`config.mk`:
```
export PLATFORM = sky130hd
export DESIGN_NAME = radio_frame_checker_ack
export DESIGN_NICKNAME = d
export VERILOG_FILES = /design/src/hdl/rfca_pkg.sv /design/src/hdl/rfca_front.sv /design/src/hdl/rfca_queue.sv /design/src/hdl/rfca_back.sv /design/src/hdl/radio_frame_checker_ack.sv
export VERILOG_INCLUDE_DIRS = /design/src /design/src/hdl
export SDC_FILE = /design/constraint.sdc
export NUM_CORES = 1
export LEC_CHECK = 0
export BUFFER_PORTS_ARGS = -buffer_cell sky130_fd_sc_hd__buf_2
export CORE_ASPECT_RATIO = 0.7
export CORE_UTILIZATION = 30
export CTS_BUF_LIST = sky130_fd_sc_hd__clkbuf_16
export DETAILED_ROUTE_END_ITERATION = 8
export HOLD_SLACK_MARGIN = 0.15
export PLACE_DENSITY = 0.57
export SYNTH_ARGS = -nofsm -noshare
export SYNTH_HDL_FRONTEND = slang
export SYNTH_HIERARCHICAL = 1
export SYNTH_SLANG_ARGS = --single-unit
```
`constraint.sdc`:
```
create_clock -name i_clk -period 5.8 [get_ports i_clk]
set_clock_uncertainty 0.1 [all_clocks]
set_input_delay 0.29 -clock i_clk [delete_from_list [all_inputs] [get_ports i_clk]]
set_output_delay 0.29 -clock i_clk [all_outputs]
set_load 0.05 [all_outputs]
```
`src/hdl/radio_frame_checker_ack_defines.svh`:
```
// Assertion macros for the radio frame checker
`ifndef RADIO_FRAME_CHECKER_ACK_DEFINES_SVH
`define RADIO_FRAME_CHECKER_ACK_DEFINES_SVH
`ifndef NO_ASSERTIONS
`define RFCA_ASSERT_NEVER(lbl, expr, msg) \
    lbl: assert property (@(posedge i_clk) disable iff (!i_rst_n) !(expr)) else $error(msg);
`define RFCA_ASSERT_NEXT(lbl, ante, cons, msg) \
    lbl: assert property (@(posedge i_clk) disable iff (!i_rst_n) (ante) |=> (cons)) \
        else $error(msg);
`else
`define RFCA_ASSERT_NEVER(lbl, expr, msg)
`define RFCA_ASSERT_NEXT(lbl, ante, cons, msg)
`endif
`endif

```
`src/hdl/rfca_pkg.sv`:
```
// Shared types and constants for the radio frame checker
package rfca_pkg;
    localparam int MAX_FRAME = 64;
    localparam int ID_BYTES = 8;
    localparam int HDR_BYTES = 3;
    localparam int POS_W = $clog2(MAX_FRAME + 1);
    localparam int ID_IDX_W = (ID_BYTES > 1) ? $clog2(ID_BYTES) : 1;
    localparam int COUNT_W = 7;
    localparam int Q_DEPTH = 4;
    localparam int Q_PTR_W = $clog2(Q_DEPTH);
    localparam int Q_CNT_W = $clog2(Q_DEPTH + 1);

    localparam logic [7:0] TAG_LEGACY = 8'h44;
    localparam logic [7:0] TAG_V2 = 8'h45;

    localparam logic [2:0] VERDICT_ACCEPT = 3'd0;
    localparam logic [2:0] VERDICT_ADDRESS = 3'd1;
    localparam logic [2:0] VERDICT_TAG = 3'd2;
    localparam logic [2:0] VERDICT_CHECKSUM = 3'd3;
    localparam logic [2:0] VERDICT_FACTORY = 3'd4;
    localparam logic [2:0] VERDICT_SHORT = 3'd5;
    localparam logic [2:0] VERDICT_LONG = 3'd6;

    localparam logic KIND_PAYLOAD = 1'b0;
    localparam logic KIND_VERDICT = 1'b1;

    localparam logic CFG_NODE_ADDRESS = 1'b0;
    localparam logic CFG_FACTORY_ID = 1'b1;

    typedef struct packed {
        logic               kind;
        logic [7:0]         payload_byte;
        logic [2:0]         verdict;
        logic [7:0]         ack_destination;
        logic [7:0]         ack_source;
        logic [7:0]         ack_check;
        logic [COUNT_W-1:0] payload_count;
    } t_result;

    typedef struct packed {
        logic    valid;
        t_result item;
    } t_push;

    typedef struct packed {
        logic full;
        logic empty;
    } t_q_status;
endpackage

```
`src/hdl/rfca_front.sv`:
```
// Front end: frame state, header and checksum checks, result generation
module rfca_front (
    input  logic                i_clk,
    input  logic                i_rst_n,
    input  logic                i_valid,
    input  logic [7:0]          i_byte,
    input  logic                i_last,
    input  logic [7:0]          i_node_address,
    input  logic [63:0]         i_own_id,
    input  rfca_pkg::t_q_status i_q_status,
    output logic                o_ready,
    output rfca_pkg::t_push     o_push
);
    import rfca_pkg::*;

    logic [POS_W-1:0]    r_pos, n_pos;
    logic [7:0]          r_xor, n_xor;
    logic [7:0]          r_dest, n_dest;
    logic [7:0]          r_tag, n_tag;
    logic [7:0]          r_src, n_src;
    logic                r_id_ok, n_id_ok;
    logic [7:0]          r_prev, n_prev;
    logic                r_over, n_over;

    logic                accept;
    logic                in_range;
    logic                is_v2;
    logic                known;
    logic [POS_W-1:0]    start;
    logic                id_win;
    logic [ID_IDX_W-1:0] id_k;
    logic [5:0]          id_sh;
    logic [7:0]          id_byte;
    logic                id_ok_now;
    logic                dest_ok;
    logic                over;
    logic [POS_W-1:0]    lastp;
    logic [POS_W-1:0]    count;
    logic [2:0]          verdict;

    assign o_ready  = !i_q_status.full;
    assign accept   = i_valid && o_ready;
    assign in_range = r_pos < POS_W'(MAX_FRAME);
    assign is_v2    = r_tag == TAG_V2;
    assign known    = is_v2 || (r_tag == TAG_LEGACY);
    assign start    = is_v2 ? POS_W'(HDR_BYTES + ID_BYTES) : POS_W'(HDR_BYTES);
    assign dest_ok  = r_dest == i_node_address;

    assign id_win  = is_v2 && (r_pos >= POS_W'(HDR_BYTES))
                     && (r_pos < POS_W'(HDR_BYTES + ID_BYTES));
    assign id_k    = ID_IDX_W'(r_pos - POS_W'(HDR_BYTES));
    assign id_sh   = 6'((ID_BYTES - 1 - int'(id_k)) * 8);
    assign id_byte = 8'(i_own_id >> id_sh);
    assign id_ok_now = r_id_ok && !(id_win && (id_byte != i_byte));

    // verdict side
    assign over  = r_over || !in_range;
    assign lastp = over ? POS_W'(MAX_FRAME - 1) : (r_pos - POS_W'(1));
    always_comb begin
        count = '0;
        if (dest_ok && known && (!is_v2 || r_id_ok) && (r_pos >= POS_W'(2))
            && (lastp > start)) begin
            count = lastp - start;
        end
        if (over) begin
            verdict = VERDICT_LONG;
        end else if (r_pos < POS_W'(2)) begin
            verdict = VERDICT_SHORT;
        end else if (!dest_ok) begin
            verdict = VERDICT_ADDRESS;
        end else if (!known) begin
            verdict = VERDICT_TAG;
        end else if (r_pos <= start) begin
            verdict = VERDICT_SHORT;
        end else if (r_xor != i_byte) begin
            verdict = VERDICT_CHECKSUM;
        end else if (is_v2 && !r_id_ok) begin
            verdict = VERDICT_FACTORY;
        end else begin
            verdict = VERDICT_ACCEPT;
        end
    end

    always_comb begin
        n_pos   = r_pos;
        n_xor   = r_xor;
        n_dest  = r_dest;
        n_tag   = r_tag;
        n_src   = r_src;
        n_id_ok = r_id_ok;
        n_prev  = r_prev;
        n_over  = r_over;
        o_push  = '0;
        if (accept) begin
            if (i_last) begin
                o_push.valid                = 1'b1;
                o_push.item.kind            = KIND_VERDICT;
                o_push.item.verdict         = verdict;
                o_push.item.ack_destination = r_src;
                o_push.item.ack_source      = r_dest;
                o_push.item.ack_check       = i_byte;
                o_push.item.payload_count   = COUNT_W'(count);
                n_pos   = '0;
                n_xor   = '0;
                n_dest  = '0;
                n_tag   = '0;
                n_src   = '0;
                n_id_ok = 1'b1;
                n_prev  = '0;
                n_over  = 1'b0;
            end else if (!in_range) begin
                n_over = 1'b1;
            end else begin
                if (r_pos == POS_W'(0)) begin
                    n_dest = i_byte;
                end else if (r_pos == POS_W'(1)) begin
                    n_tag = i_byte;
                end else begin
                    if (r_pos == POS_W'(2)) begin
                        n_src = i_byte;
                    end
                    n_xor   = r_xor ^ i_byte;
                    n_id_ok = id_ok_now;
                    if (dest_ok && known && (!is_v2 || id_ok_now) && (r_pos > start)) begin
                        o_push.valid             = 1'b1;
                        o_push.item.kind         = KIND_PAYLOAD;
                        o_push.item.payload_byte = r_prev;
                    end
                end
                n_prev = i_byte;
                n_pos  = r_pos + POS_W'(1);
            end
        end
    end

    always_ff @(posedge i_clk) begin
        if (!i_rst_n) begin
            r_pos   <= '0;
            r_xor   <= '0;
            r_dest  <= '0;
            r_tag   <= '0;
            r_src   <= '0;
            r_id_ok <= 1'b1;
            r_prev  <= '0;
            r_over  <= 1'b0;
        end else begin
            r_pos   <= n_pos;
            r_xor   <= n_xor;
            r_dest  <= n_dest;
            r_tag   <= n_tag;
            r_src   <= n_src;
            r_id_ok <= n_id_ok;
            r_prev  <= n_prev;
            r_over  <= n_over;
        end
    end
endmodule

```
`src/hdl/rfca_queue.sv`:
```
// Short result queue between front end and output stage
module rfca_queue (
    input  logic                i_clk,
    input  logic                i_rst_n,
    input  rfca_pkg::t_push     i_push,
    input  logic                i_pop,
    output rfca_pkg::t_result   o_head,
    output rfca_pkg::t_q_status o_status
);
    import rfca_pkg::*;

    t_result              r_mem [Q_DEPTH];
    logic [Q_PTR_W-1:0]   r_wr, n_wr;
    logic [Q_PTR_W-1:0]   r_rd, n_rd;
    logic [Q_CNT_W-1:0]   r_cnt, n_cnt;

    assign o_head         = r_mem[r_rd];
    assign o_status.full  = r_cnt == Q_CNT_W'(Q_DEPTH);
    assign o_status.empty = r_cnt == '0;

    always_comb begin
        n_wr  = r_wr;
        n_rd  = r_rd;
        n_cnt = r_cnt;
        if (i_push.valid) begin
            n_wr = r_wr + Q_PTR_W'(1);
        end
        if (i_pop) begin
            n_rd = r_rd + Q_PTR_W'(1);
        end
        case ({i_push.valid, i_pop})
            2'b10:   n_cnt = r_cnt + Q_CNT_W'(1);
            2'b01:   n_cnt = r_cnt - Q_CNT_W'(1);
            default: n_cnt = r_cnt;
        endcase
    end

    always_ff @(posedge i_clk) begin
        if (i_push.valid) begin
            r_mem[r_wr] <= i_push.item;
        end
    end

    always_ff @(posedge i_clk) begin
        if (!i_rst_n) begin
            r_wr  <= '0;
            r_rd  <= '0;
            r_cnt <= '0;
        end else begin
            r_wr  <= n_wr;
            r_rd  <= n_rd;
            r_cnt <= n_cnt;
        end
    end
endmodule

```
`src/hdl/rfca_back.sv`:
```
// Output stage: register that presents queued results to the sink
module rfca_back (
    input  logic                i_clk,
    input  logic                i_rst_n,
    input  rfca_pkg::t_q_status i_status,
    input  rfca_pkg::t_result   i_head,
    input  logic                i_tready,
    output logic                o_pop,
    output logic                o_tvalid,
    output rfca_pkg::t_result   o_item
);
    import rfca_pkg::*;

    logic    r_valid;
    t_result r_item;

    assign o_pop    = !i_status.empty && (!r_valid || i_tready);
    assign o_tvalid = r_valid;
    assign o_item   = r_item;

    always_ff @(posedge i_clk) begin
        if (!i_rst_n) begin
            r_valid <= 1'b0;
        end else if (o_pop) begin
            r_valid <= 1'b1;
        end else if (i_tready) begin
            r_valid <= 1'b0;
        end
    end

    always_ff @(posedge i_clk) begin
        if (o_pop) begin
            r_item <= i_head;
        end
    end
endmodule

```
`src/hdl/radio_frame_checker_ack.sv`:
```
// Top level of the radio frame checker: config registers and stage wiring
//
// Receives a radio frame one byte per word (tlast on the checksum byte),
// checks destination, tag, factory id, length and XOR checksum, forwards
// payload bytes held back by one word and ends each frame with one verdict
// word carrying the ACK fields. One byte is taken every clock cycle
// while the queue is not full; results pass through the front end, the
// four-entry queue and the output register. Input tready drops only
// while the queue is full, i.e. after the sink has stalled.
`include "radio_frame_checker_ack_defines.svh"
module radio_frame_checker_ack (
    input  logic        i_clk,
    input  logic        i_rst_n,
    input  logic        s_axis_tvalid,
    output logic        s_axis_tready,
    input  logic [7:0]  s_axis_tdata,   // [7:0] rx_byte
    input  logic        s_axis_tlast,   // end_of_frame
    output logic        m_axis_tvalid,
    input  logic        m_axis_tready,
    // [7:0] payload_byte, [10:8] verdict, [18:11] ack_destination,
    // [26:19] ack_source, [34:27] ack_check, [41:35] payload_count, rest 0
    output logic [47:0] m_axis_tdata,
    output logic        m_axis_tuser,   // result_kind
    input  logic        i_cfg_valid,
    output logic        o_cfg_ready,
    input  logic        i_cfg_index,
    input  logic [63:0] i_cfg_data
);
    import rfca_pkg::*;

    logic [7:0]  r_node_address;
    logic [63:0] r_own_id;

    t_push       push;
    t_q_status   q_status;
    t_result     head;
    t_result     out_item;
    logic        pop;

    assign o_cfg_ready = 1'b1;

    always_ff @(posedge i_clk) begin
        if (!i_rst_n) begin
            r_node_address <= 8'hFF;
            r_own_id       <= '0;
        end else if (i_cfg_valid) begin
            case (i_cfg_index)
                CFG_NODE_ADDRESS: r_node_address <= i_cfg_data[7:0];
                CFG_FACTORY_ID:   r_own_id       <= i_cfg_data;
                default:          r_own_id       <= r_own_id;
            endcase
        end
    end

    rfca_front u_front (
        .i_clk          (i_clk),
        .i_rst_n        (i_rst_n),
        .i_valid        (s_axis_tvalid),
        .i_byte         (s_axis_tdata),
        .i_last         (s_axis_tlast),
        .i_node_address (r_node_address),
        .i_own_id       (r_own_id),
        .i_q_status     (q_status),
        .o_ready        (s_axis_tready),
        .o_push         (push)
    );

    rfca_queue u_queue (
        .i_clk    (i_clk),
        .i_rst_n  (i_rst_n),
        .i_push   (push),
        .i_pop    (pop),
        .o_head   (head),
        .o_status (q_status)
    );

    rfca_back u_back (
        .i_clk    (i_clk),
        .i_rst_n  (i_rst_n),
        .i_status (q_status),
        .i_head   (head),
        .i_tready (m_axis_tready),
        .o_pop    (pop),
        .o_tvalid (m_axis_tvalid),
        .o_item   (out_item)
    );

    assign m_axis_tuser = out_item.kind;
    assign m_axis_tdata = {6'b0, out_item.payload_count, out_item.ack_check,
                           out_item.ack_source, out_item.ack_destination,
                           out_item.verdict, out_item.payload_byte};

    `RFCA_ASSERT_NEVER(a_ready_when_full, q_status.full && s_axis_tready, "ready while queue full")
    `RFCA_ASSERT_NEVER(a_full_and_empty, q_status.full && q_status.empty, "queue full and empty")
    `RFCA_ASSERT_NEXT(a_verdict_queued, s_axis_tvalid && s_axis_tready && s_axis_tlast, !q_status.empty || m_axis_tvalid, "verdict word lost")
endmodule
```
# Word-level counts from Yosys, hierarchy flattened
# Memories as Yosys holds them, arrays and structs flattened. A register that Yosys moved wholly into a read port is not among the register bits.
# Index checks and enable logic that the tools add are counted.
# op_classes
multipliers	0
magnitude_cmp	8
addsub	9
n_eq_ne	13
n_bitwise	2
div_mod_pow	0
muxes	49
shift	1
reduce_logical	41
# op_table
operator	n
8-bit 2-to-1 mux	19
64-bit by 6-bit right shift with 8-bit output	1
44-bit 2-to-1 mux	1
10-bit 2-to-1 mux	4
34-bit 2-to-1 mux	1
7-bit 2-to-1 mux	4
3-bit 2-to-1 mux	7
8-bit by 7-bit == test with 1-bit output (second input constant)	2
8-bit inequality test	2
7-bit by 2-bit greater-or-equal comparator with 1-bit output (second input constant)	2
1-bit logical AND	13
2-bit nonzero test	6
1-bit 2-to-1 mux	10
8-bit == test	1
2-bit AND reduction	4
4-bit AND reduction	2
8-bit XOR	1
7-bit by 1-bit adder with 7-bit output (second input constant)	1
7-bit by 1-bit == test with 1-bit output (second input constant)	1
7-bit by 2-bit == test with 1-bit output (second input constant)	1
7-bit by 4-bit > comparator with 1-bit output	1
7-bit > comparator	1
7-bit by 4-bit less-or-equal comparator with 1-bit output	1
1-bit logical NOT	7
23 further kinds	30
# totals
word_cells	138
ram_bits	172
mem_count	1
rom_bits	0
input_bits	79
latch_bits	0
regBits	129
# mem_list
name	words	width	read_ports	rd_ports_with_merged_regs	write_ports	line_no	rtl
u_queue.r_mem	4	43	1	1	1	rfca_queue.sv:12	t_result r_mem [Q_DEPTH];

# Depth between registers and ports, before layout
# Gate-level depths: netlist of the first run.
# depth
ltp_word	18
mapped_depth	19
depth_no_buf	17

# Modules after synthesis
# Netlist of the first run, hierarchy kept.
# by_module_without_submodules
module	area_each_um2	cells_each	instances
rfca_queue	6710.2	271	1
rfca_front	3603.5	423	1
radio_frame_checker_ack	3171.8	338	1
rfca_back	1335.0	47	1

# Worst setup path before layout of the first run
# No wires, ideal clock.
# synth_path
kind	register to register
start	reg u_front.r_pos[0]
end	mem u_queue/r_mem[0][0] (netlist name) (enable)
stages_incl_launch_ff	14
arrival_ps	4184
slack_ps	1112
required_ps	5295
n_path_buf	4
synth_period_minus_slack_ps	4688
cell_sequence	dfxtp_1 buf_6 buf_2 inv_1 ha_1 clkbuf_1 buf_2 mux4_2 xnor2_1 nand4_1 o211ai_2 nand3_1 o31ai_1 and2_1
# synth_rtl
item	line_no	rtl
start: declaration	rfca_front.sv:16	logic [POS_W-1:0] r_pos, n_pos;
start signal: assignment	rfca_front.sv:147	r_pos <= n_pos;
end: declaration	rfca_queue.sv:12	

==> summary.md, run 1 <==
| Metric | Value |
|---|---|
| Worst skew pair latency | 0.53 ns |
| Synth Instances | 1079 |
| Max capacitance violation total | 0 |
| I/O Pins | 131 |
| Drt drc | 0 |
| GP Congestion | 0.803 |
| CP bufs+invs | 2 |
| Initial Util | 0.307 |
| Placed cells | 1790 |
| Max-slew violations | 0 |
| Post-synth EDFFs | 215 |
| Routed WL | 35.6 mm |
| Largest net degree at the start of global routing | 189 |
| # setup viols final | 0 |
| Worst slew pin tran | 1.20 ns |
| Outcome | complete, no violations |
| Die H | 188 um |
| DRT iter0 DRCs | 740 |
| Layout Cells excl Fill | 1937 |
| PD cells | 390 nW/um2 |
| Vias | 9326 |
| Met2 Use GR | 0.214 |
| Static Leak | 6.28 nW |
| Power Total | 6.92 mW |
| Proportion of layout cells with a drive suffix above 1 | 0.253 |
| Clock Path Buffers | 3 |
| Most frequent cells in the layout | 215 x edfxtp_1, 129 x dfxtp_1, 122 x buf_2 |
| Vias in the first global route | 9010 |
| Leading cell type in the layout, fill and taps excluded | edfxtp_1 |
| Slowest CP cell | ha_1 |
| Sequential area share after synthesis | 0.613 |
| Cts hold-fix bufs | 79 |
| Min Tclk post-route | 4.94 ns |
| Syn_area_per_cell | 13.7 um2 |
| Global-route met1 utilization | 0.207 |
| Met3 usage | 0.0260 |
| Final HPWL DP | 22.0 mm |
| Largest stage delay, worst path | 0.85 ns |
| Worst vdd rail ir drop | 0.179 mV |
| First-pass GRT wire length | 54.2 mm |
| Crit path required time | 5.88 ns |
| Layout area overhead | 19.7% |
| Clock Tree Root | clkbuf_16 |
| Slew margin rel. | 0.194 |
| Top_reg_cell synth | edfxtp_1 |
| Diodes inserted | 0 |
| Clock sink count | 346 |
| Ordered cell list for the critical path | inv_1 > ha_1 > mux4_1 > xnor2_1 > nand4_1 > o211ai_2 > nand3_1 > o31ai_1 > and2_2 > buf_4 |
| Wirelength per Cell | 18.4 um |
| IO buf count | 123 |
| DIE WIDTH | 268 um |
| Reg clk slew, reported paths | 0.06 ns |
| Startpoint types | flip-flop |
| H-Tree Depth | 2 |
| CTS tree | built |
| Maximum fanout along the worst path | 23 |
| CP top delay family | compound AO/OA/AOI/OAI gates |
| Via-per-instance ratio | 4.81 |
| Area of the core | 48300 um2 |
| Number of synthesis warnings | 6 |
| Hold Slack | 0.167 ns |
| Die area | 50300 um2 |
| Pre-antenna DRT Iters | 7 |
| Grt total ovfl | 0 |
| Final #Nets | 1345 |
| Setup Buffers After CTS | 0 |
| Min-Delay Path Class | input port to flip-flop |
| Fin Setup TNS | 0 ns |
| Hold Vio Cnt, Final | 0 |
| Netlist Area Pre-Place | 14800 um2 |
| Grt peak-use layer | met2 |
| #FFs+latches synth | 346 |
| Share of flip-flops with an asynchronous set or reset | 0 |
| All-Layer GR Usage | 0.141 |
| Fin crit share | 0.852 |
| Cts repair resizes | 0 |
| Initial antenna violation count | 4 |
| CP arrival | 5.03 ns |
| Routed Antenna Nets | 0 |
| Row count | 67 |
| Crit. End Element | flip-flop |
| RSZ-0062 raised after global routing | no |
| TritonCTS Buffers | 37 |
| Crit Path Category | flip-flop to flip-flop |
| Netlist cell types | 51 |
| Fmax | 0.202 GHz |
report_power, final:
group          total, mW  switching, mW  internal, mW  leakage, nW
sequential          3.03         0.0888          2.94         3.07
clock               2.18          0.975          1.20        0.581
combinational       1.71           1.16         0.544         2.62
total               6.92           2.23          4.69         6.28
state kept, by name, indices dropped and copies added, names as in the netlist, 3 cells and up, named ones only:
name,cells
u_back/o_item,43
u_front/r_src,8
u_front/r_dest,8
u_front/r_prev,8
u_front/r_tag,8
r_own_id,64
u_front/r_xor,8
r_node_address,8
u_queue/r_mem,172
u_front/r_pos,7
u_queue/r_cnt,3
through the flow:
stage               cell area (um2)  utilization  setup WS [ns]
global route                  17700        0.367          0.513
global placement              15800        0.328          0.962
floorplan                     14800            -           1.11
CTS                           17700        0.367          0.781
finish                        17700        0.367          0.858
detailed placement            15800        0.328          0.763
worst min-delay path, delay by kind of cell:
kind / cells / cell delay, ns
buf+inv: 1 / 0.24
simple gates: 1 / 0.14
compound gates: 1 / 0.07
kinds of logic (layout without fill, tap and decap cells):
kind of cell / Yosys count / in the layout / share of synthesized area
adders and majority gates: 13 / 13 / 0.0115
AOI/OAI and AO/OA: 158 / 158 / 0.0817
xor gates and xnor gates: 45 / 45 / 0.0266
buffers and inverters: 119 / 317 / 0.0482
other: 2 / 7 / 0.000507
DFF: 346 / 346 / 0.613
and+or+nand+nor: 327 / 327 / 0.120
muxes: 69 / 69 / 0.0989
layer usage:
layer	share of wire	vias to the layer above	routed length [um]
li1	-	4394	-
met1	0.49	4674	17300
met2	0.45	215	16000
met3	0.050	43	1760
met4	0.014	0	510
met5	0	-	0
Yosys cell counts, drive strengths merged, types with 9 or more instances:
library cell  number  share of area
edfxtp           215           0.44
inv               31         0.0079
and3              29          0.012
nor2b             47          0.020
nor3              10         0.0034
buf               62          0.034
dfxtp            131           0.18
and2              12         0.0051
clkbuf            26         0.0066
o21ai             86          0.044
a22oi             25          0.013
nand4             72          0.031
mux4              59          0.092
nor2              35         0.0090
nand3              9         0.0030
a21oi             14         0.0047
nand3b            17         0.0086
xnor2             32          0.019
mux2i             10         0.0068
a21boi            11         0.0058
o211ai            10         0.0084
ha                12          0.010
xor2              13         0.0077
nand2             82          0.021
area by class of cell:
class	count	area, um2
inverters	31	116
multi-input cells	619	5060
fillers	4695	30500
flip-flops and latches	346	9080
well taps	655	820
repair buffers	218	1540
clock inverters	30	174
clock buffers	38	951
final timing paths:
kind               startpoint                   to  slack [ns]  depth (start not counted)
min           s_axis_tdata[2]     u_front/r_xor[2]        0.17                          3
min reg2reg      r_own_id[15]         r_own_id[15]        0.35                          2
max reg2reg  u_front/r_pos[1]  u_queue/r_mem[2][5]        0.86                         10
max          u_front/r_pos[1]  u_queue/r_mem[2][5]        0.86                         10
No activity file was read; power rests on OpenSTA's default activity.
==> inputs of run 2 (changes only) <==
--- a/config.mk
+++ b/config.mk
@@ -11,6 +11,7 @@
 export CORE_UTILIZATION = 30
 export CTS_BUF_LIST = sky130_fd_sc_hd__clkbuf_16
 export DETAILED_ROUTE_END_ITERATION = 8
+export GPL_TIMING_DRIVEN = 0
 export HOLD_SLACK_MARGIN = 0.15
 export PLACE_DENSITY = 0.57
 export SYNTH_ARGS = -nofsm -noshare
==> summary.md, run 2 (same netlist as run 1, synthesis figures left out) <==
| Metric | Value |
|---|---|
| TritonCTS Buffers | 36 (was 37) |
| R2R setup slack | 0.47 ns (was 0.86 ns) |
| Worst vdd rail ir drop | 0.261 mV (was 0.179 mV) |
| DRT iter0 DRCs | 620 (was 740) |
| Slew margin rel. | 0.158 (was 0.194) |
| IO buf count | 114 (was 123) |
| # setup viols final | 0 (unchanged) |
| Outcome | complete, no violations (unchanged) |
| H-Tree Depth | 2 (unchanged) |
| Max-slew violations | 0 (unchanged) |
| Largest net degree at the start of global routing | 33 (was 189) |
| Most frequent cells in the layout | 215 x edfxtp_1, 146 x buf_2, 131 x dfxtp_1 (was 215 x edfxtp_1, 129 x dfxtp_1, 122 x buf_2) |
| Initial antenna violation count | 1 (was 4) |
| Static Leak | 6.47 nW (was 6.28 nW) |
| Fin crit share | 0.918 (was 0.852) |
| Clock Tree Root | clkbuf_16 (unchanged) |
| Min-delay src | i_cfg_index (was s_axis_tdata[2]) |
| Initial Util | 0.307 (unchanged) |
| CTS tree | built (unchanged) |
| Maximum fanout along the worst path | 10 (was 23) |
| Reg clk slew, reported paths | 0.06 ns (about the same) |
| Top reg by flops | u_queue/r_mem (unchanged) |
| DIE WIDTH | 268 um (unchanged) |
| Routed Antenna Nets | 0 (unchanged) |
| Min Tclk post-route | 5.33 ns (was 4.94 ns) |
| Crit. End Element | flip-flop (unchanged) |
| Pre-antenna DRT Iters | 5 (was 7) |
| Wirelength per Cell | 18.6 um (was 18.4 um) |
| Vias in the first global route | 9564 (was 9010) |
| Layout Cells excl Fill | 1992 (was 1937) |
| Drt drc | 0 (unchanged) |
| Worst R2R Start | u_front/r_pos[0] (was u_front/r_pos[1]) |
| Leading cell type in the layout, fill and taps excluded | edfxtp_1 (unchanged) |
| Min-Delay Path Class | input port to flip-flop (unchanged) |
| CP arrival | 5.68 ns (was 5.03 ns) |
| RSZ-0062 raised after global routing | no (unchanged) |
| Area of the core | 48300 um2 (unchanged) |
| Max reg flops | 172 (unchanged) |
| GP Congestion | 0.841 (was 0.803) |
| Placed cells | 1858 (was 1790) |
| Proportion of layout cells with a drive suffix above 1 | 0.269 (was 0.253) |
| Fmax | 0.188 GHz (was 0.202 GHz) |
| Crit path required time | 6.15 ns (was 5.88 ns) |
| Worst skew pair latency | 0.53 ns (about the same) |
| Vias | 9665 (was 9326) |
| Clock Path Buffers | 3 (unchanged) |
| Crit Path Category | flip-flop to flip-flop (unchanged) |
| First-pass GRT wire length | 56.6 mm (was 54.2 mm) |
| PD cells | 385 nW/um2 (was 390 nW/um2) |
| Routed WL | 37.1 mm (was 35.6 mm) |
| Die H | 188 um (unchanged) |
| Power Total | 6.99 mW (was 6.92 mW) |
| Grt total ovfl | 0 (unchanged) |
| Via-per-instance ratio | 4.85 (was 4.81) |
| Final #Nets | 1402 (was 1345) |
| Worst slew pin tran | 1.25 ns (was 1.20 ns) |
| I/O Pins | 131 (unchanged) |
| Final HPWL DP | 25.2 mm (was 22.0 mm) |
| All-Layer GR Usage | 0.148 (was 0.141) |
| Hold Vio Cnt, Final | 0 (unchanged) |
| Worst Setup SP | u_front/r_pos[0] (was u_front/r_pos[1]) |
| Max capacitance violation total | 0 (unchanged) |
| Startpoint types | flip-flop (unchanged) |
| Setup Buffers After CTS | 0 (unchanged) |
| Layout area overhead | 22.4% (was 19.7%) |
| Clock sink count | 346 (unchanged) |
| Die area | 50300 um2 (unchanged) |
| Row count | 67 (unchanged) |
## run 2: cell count changes in the layout (fill, tap and decap cells not counted), sizes merged
| cell | previous run | this run |
|---|---|---|
| buf | 139 | 181 |
| clkbuf | 38 | 65 |
| dlygate4sd3 | 79 | 69 |
| clkinv | 19 | 11 |
| diode | 0 | 2 |
| clkinvlp | 1 | 2 |
| inv | 41 | 42 |
## run 2: timing repair
item	CTS	global route
endpoints found under the setup margin	10	1
resized for setup	1	1
hold buffers	69	0
pin swaps	0	0
hold endpoints to repair	84	0
## run 2: power breakdown
group          total, mW  switching (mW)  leakage [nW]  internal, mW
Combinational       1.82            1.18          2.84         0.635
Sequential          3.02          0.0803          3.07          2.94
Clock               2.15           0.942         0.566          1.21
## run 2: path summary, 6_finish.rpt
check	cells past startpoint	endpoint
min	4	r_own_id[0]
max	19	u_queue/r_cnt[2]
max reg2reg	19	u_queue/r_cnt[2]
min reg2reg	2	r_own_id[1]
## run 2: layer usage
metal	wire length (um)	vias to the layer above	track usage
li1	-	4512	-
met1	17800	4856	0.217
met2	16600	246	0.220
met3	2100	51	0.0294
met4	640	0	0.0407
met5	0	-	0
## run 2: layout make-up
type / count / area, um2
sequential: 346 / 9080
tap: 655 / 820
timing repair buffer: 188 / 1360
clock inverter: 24 / 115
antenna: 2 / 5.00
buffer: 88 / 598
multi-input combinational: 619 / 5070
inverter: 31 / 116
fill: 4662 / 30100
clock buffer: 39 / 976
## run 2: metrics by stage
step / setup TNS [ns] / setup slack (ns) / utilization / hold WS (ns) / area (um2)
finish: 0 / 0.474 / 0.376 / 0.183 / 18100
global route: 0 / 0.0799 / 0.376 / 0.182 / 18100
CTS: 0 / 0.286 / 0.375 / 0.155 / 18100
detailed placement: 0 / 0.0362 / 0.338 / 0.346 / 16300
global placement: -185.15 / -1.09 / 0.336 / 0.337 / 16200
floorplan: 0 / 1.11 / - / 0.312 / 14800
## run 2: worst max-delay path: stages (launching register included)
cell and delay (ns):
dfxtp_1 0.37, buf_6 0.16, buf_2 0.34, inv_1 0.16
ha_1 0.32, clkbuf_1 0.52, buf_2 0.45, mux4_2 0.39
xnor2_1 0.18, nand4_1 0.20, o211ai_2 0.30, nand3_1 0.18
o31ai_4 0.46, inv_1 0.09, ha_1 0.24, inv_1 0.07
fa_1 0.17, xor2_1 0.07, or3_1 0.30, a21boi_0 0.15
==> inputs of run 3 (changes only) <==
--- a/config.mk
+++ b/config.mk
@@ -6,6 +6,7 @@
 export SDC_FILE = /design/constraint.sdc
 export NUM_CORES = 1
 export LEC_CHECK = 0
+export ABC_AREA = 0
 export BUFFER_PORTS_ARGS = -buffer_cell sky130_fd_sc_hd__buf_2
 export CORE_ASPECT_RATIO = 0.7
 export CORE_UTILIZATION = 30
@@ -14,6 +15,7 @@
 export GPL_TIMING_DRIVEN = 0
 export HOLD_SLACK_MARGIN = 0.15
 export PLACE_DENSITY = 0.57
+export SETUP_SLACK_MARGIN = 0.5
 export SYNTH_ARGS = -nofsm -noshare
 export SYNTH_HDL_FRONTEND = slang
 export SYNTH_HIERARCHICAL = 1
==> constraint.sdc (replaced) <==
create_clock -name i_clk -period 6.6 [get_ports i_clk]
set_clock_uncertainty 0.1 [all_clocks]
set_input_delay 0.33 -clock i_clk [delete_from_list [all_inputs] [get_ports i_clk]]
set_output_delay 0.33 -clock i_clk [all_outputs]
set_load 0.05 [all_outputs]
==> summary.md, run 3 (same netlist as run 1, synthesis figures left out) <==
| Metric | Value |
|---|---|
| Initial Util | 0.307 (unchanged) |
| Min Tclk post-route | 5.45 ns (was 5.33 ns) |
| Clock sink count | 346 (unchanged) |
| Area of the core | 48300 um2 (unchanged) |
| H-Tree Depth | 2 (unchanged) |
| RSZ-0062 raised after global routing | no (unchanged) |
| Wirelength per Cell | 18.6 um (about the same) |
| Startpoint types | flip-flop (unchanged) |
| Crit. End Element | flip-flop (unchanged) |
| Largest net degree at the start of global routing | 33 (unchanged) |
| IO buf count | 114 (unchanged) |
| PD cells | 339 nW/um2 (was 385 nW/um2) |
| Via-per-instance ratio | 4.85 (about the same) |
| Slew margin rel. | 0.182 (was 0.158) |
| Min-Delay Path Class | input port to flip-flop (unchanged) |
| Worst Setup SP | u_front/r_pos[0] (unchanged) |
| Maximum fanout along the worst path | 10 (unchanged) |
| Worst slew pin tran | 1.22 ns (was 1.25 ns) |
| I/O Pins | 131 (unchanged) |
| Reg clk slew, reported paths | 0.06 ns (about the same) |
| Vias in the first global route | 9542 (was 9564) |
| Die area | 50300 um2 (unchanged) |
| Max reg flops | 172 (unchanged) |
| Max-slew violations | 0 (unchanged) |
| Initial antenna violation count | 1 (unchanged) |
| Hold Vio Cnt, Final | 0 (unchanged) |
| GP Congestion | 0.841 (unchanged) |
| Final #Nets | 1399 (was 1402) |
| Clock Path Buffers | 3 (unchanged) |
| Fin crit share | 0.825 (was 0.918) |
| Worst R2R Start | u_front/r_pos[0] (unchanged) |
| Max capacitance violation total | 0 (unchanged) |
| All-Layer GR Usage | 0.148 (about the same) |
| Fill count | 4666 (was 4662) |
| DIE WIDTH | 268 um (unchanged) |
| Worst skew pair latency | 0.53 ns (about the same) |
| Row count | 67 (unchanged) |
| Die H | 188 um (unchanged) |
| Outcome | complete, no violations (unchanged) |
| Proportion of layout cells with a drive suffix above 1 | 0.270 (was 0.269) |
| Final HPWL DP | 25.2 mm (unchanged) |
| Clock Tree Root | clkbuf_16 (unchanged) |
| Setup Buffers After CTS | 0 (unchanged) |
| Static Leak | 6.46 nW (was 6.47 nW) |
| Layout area overhead | 22.2% (was 22.4%) |
| Most frequent cells in the layout | 215 x edfxtp_1, 146 x buf_2, 131 x dfxtp_1 (unchanged) |
| Routed Antenna Nets | 0 (unchanged) |
| # setup viols final | 0 (unchanged) |
| First-pass GRT wire length | 56.5 mm (was 56.6 mm) |
| Routed WL | 37.0 mm (was 37.1 mm) |
| Leading cell type in the layout, fill and taps excluded | edfxtp_1 (unchanged) |
| DRT iter0 DRCs | 663 (was 620) |
| Worst vdd rail ir drop | 0.230 mV (was 0.261 mV) |
| Drt drc | 0 (unchanged) |
| Crit Path Category | flip-flop to flip-flop (unchanged) |
| TritonCTS Buffers | 36 (unchanged) |
| Pre-antenna DRT Iters | 6 (was 5) |
| Fmax | 0.184 GHz (was 0.188 GHz) |
| Hold Slack | 0.174 ns (was 0.183 ns) |
| Power Total | 6.13 mW (was 6.99 mW) |
| Top reg by flops | u_queue/r_mem (unchanged) |
| Grt total ovfl | 0 (unchanged) |
| Crit path required time | 6.95 ns (was 6.15 ns) |
| CTS tree | built (unchanged) |
| Vias | 9643 (was 9665) |
| CP arrival | 5.80 ns (was 5.68 ns) |
| Layout Utilization | 0.375 (was 0.376) |
| Min-delay src | i_cfg_valid (was i_cfg_index) |
==> run 3: cell count changes in the layout (fill, tap and decap cells not counted), sizes merged <==
cell         change
dlygate4sd3      -3
==> run 3: what timing repair did <==
action                                 CTS  global route
gates resized for setup                  0             1
hold buffers                            66             0
setup endpoints to repair                0             1
endpoints found under the hold margin   78             0
==> run 3: routing by layer <==
layer  vias to the layer above  GRT usage  part of all wire
li1                       4503          -                 -
met1                      4806      0.216              0.48
met2                       279      0.220              0.44
met3                        55     0.0294             0.060
met4                         0     0.0407             0.018
met5                         -          0                 0
==> run 3: metrics by stage <==
stage	TNS [ns]	setup slack (ns)	cells	instance area (um2)
finish	0	1.15	1989	18100
global route	0	0.711	1988	18100
global placement	-47.55	-0.293	1853	16200
floorplan	0	1.91	1084	14800
CTS	0	0.783	1987	18100
detailed placement	0	0.836	1858	16300
==> run 3: worst max-delay path, cell delays in order, from the launching register on <==
cell and delay [ns]:
dfxtp_1 0.37, buf_6 0.16, buf_2 0.33, inv_1 0.15, ha_1 0.32, clkbuf_1 0.52, buf_2 0.46, mux4_2 0.39
xnor2_1 0.18, nand4_1 0.20, o211ai_2 0.29, nand3_1 0.14, o31ai_2 0.61, inv_1 0.11, ha_1 0.25, inv_1 0.07
fa_1 0.17, xor2_1 0.07, or3_1 0.30, a21boi_0 0.15
==> run 3: final cells by class <==
| class | count | area (um2) | share of cell area |
|---|---|---|---|
| multi-input cells | 619 | 5060 | 0.280 |
| flip-flops and latches | 346 | 9080 | 0.501 |
| inverters | 31 | 116 | 0.00643 |
| repair buffers | 185 | 1330 | 0.0735 |
| plain buffers | 88 | 598 | 0.0330 |
| clock inverters | 24 | 115 | 0.00636 |
| diodes | 2 | 5.00 | 0.000276 |
| well taps | 655 | 820 | 0.0453 |
| clock buffers | 39 | 976 | 0.0539 |
==> run 3: report_power, final <==
| group | internal, mW | switching, mW |
|---|---|---|
| Clock | 1.06 | 0.828 |
| Combinational | 0.554 | 1.04 |
| Sequential | 2.58 | 0.0706 |
==> run 3: worst paths after layout <==
check	slack, ns	end	depth (start not counted)
worst max-delay path	1.15	u_queue/r_cnt[2]	19
worst min-delay path	0.17	r_node_address[5]	4
worst max register to register	1.15	u_queue/r_cnt[2]	19
worst min register to register	0.35	r_own_id[1]	2
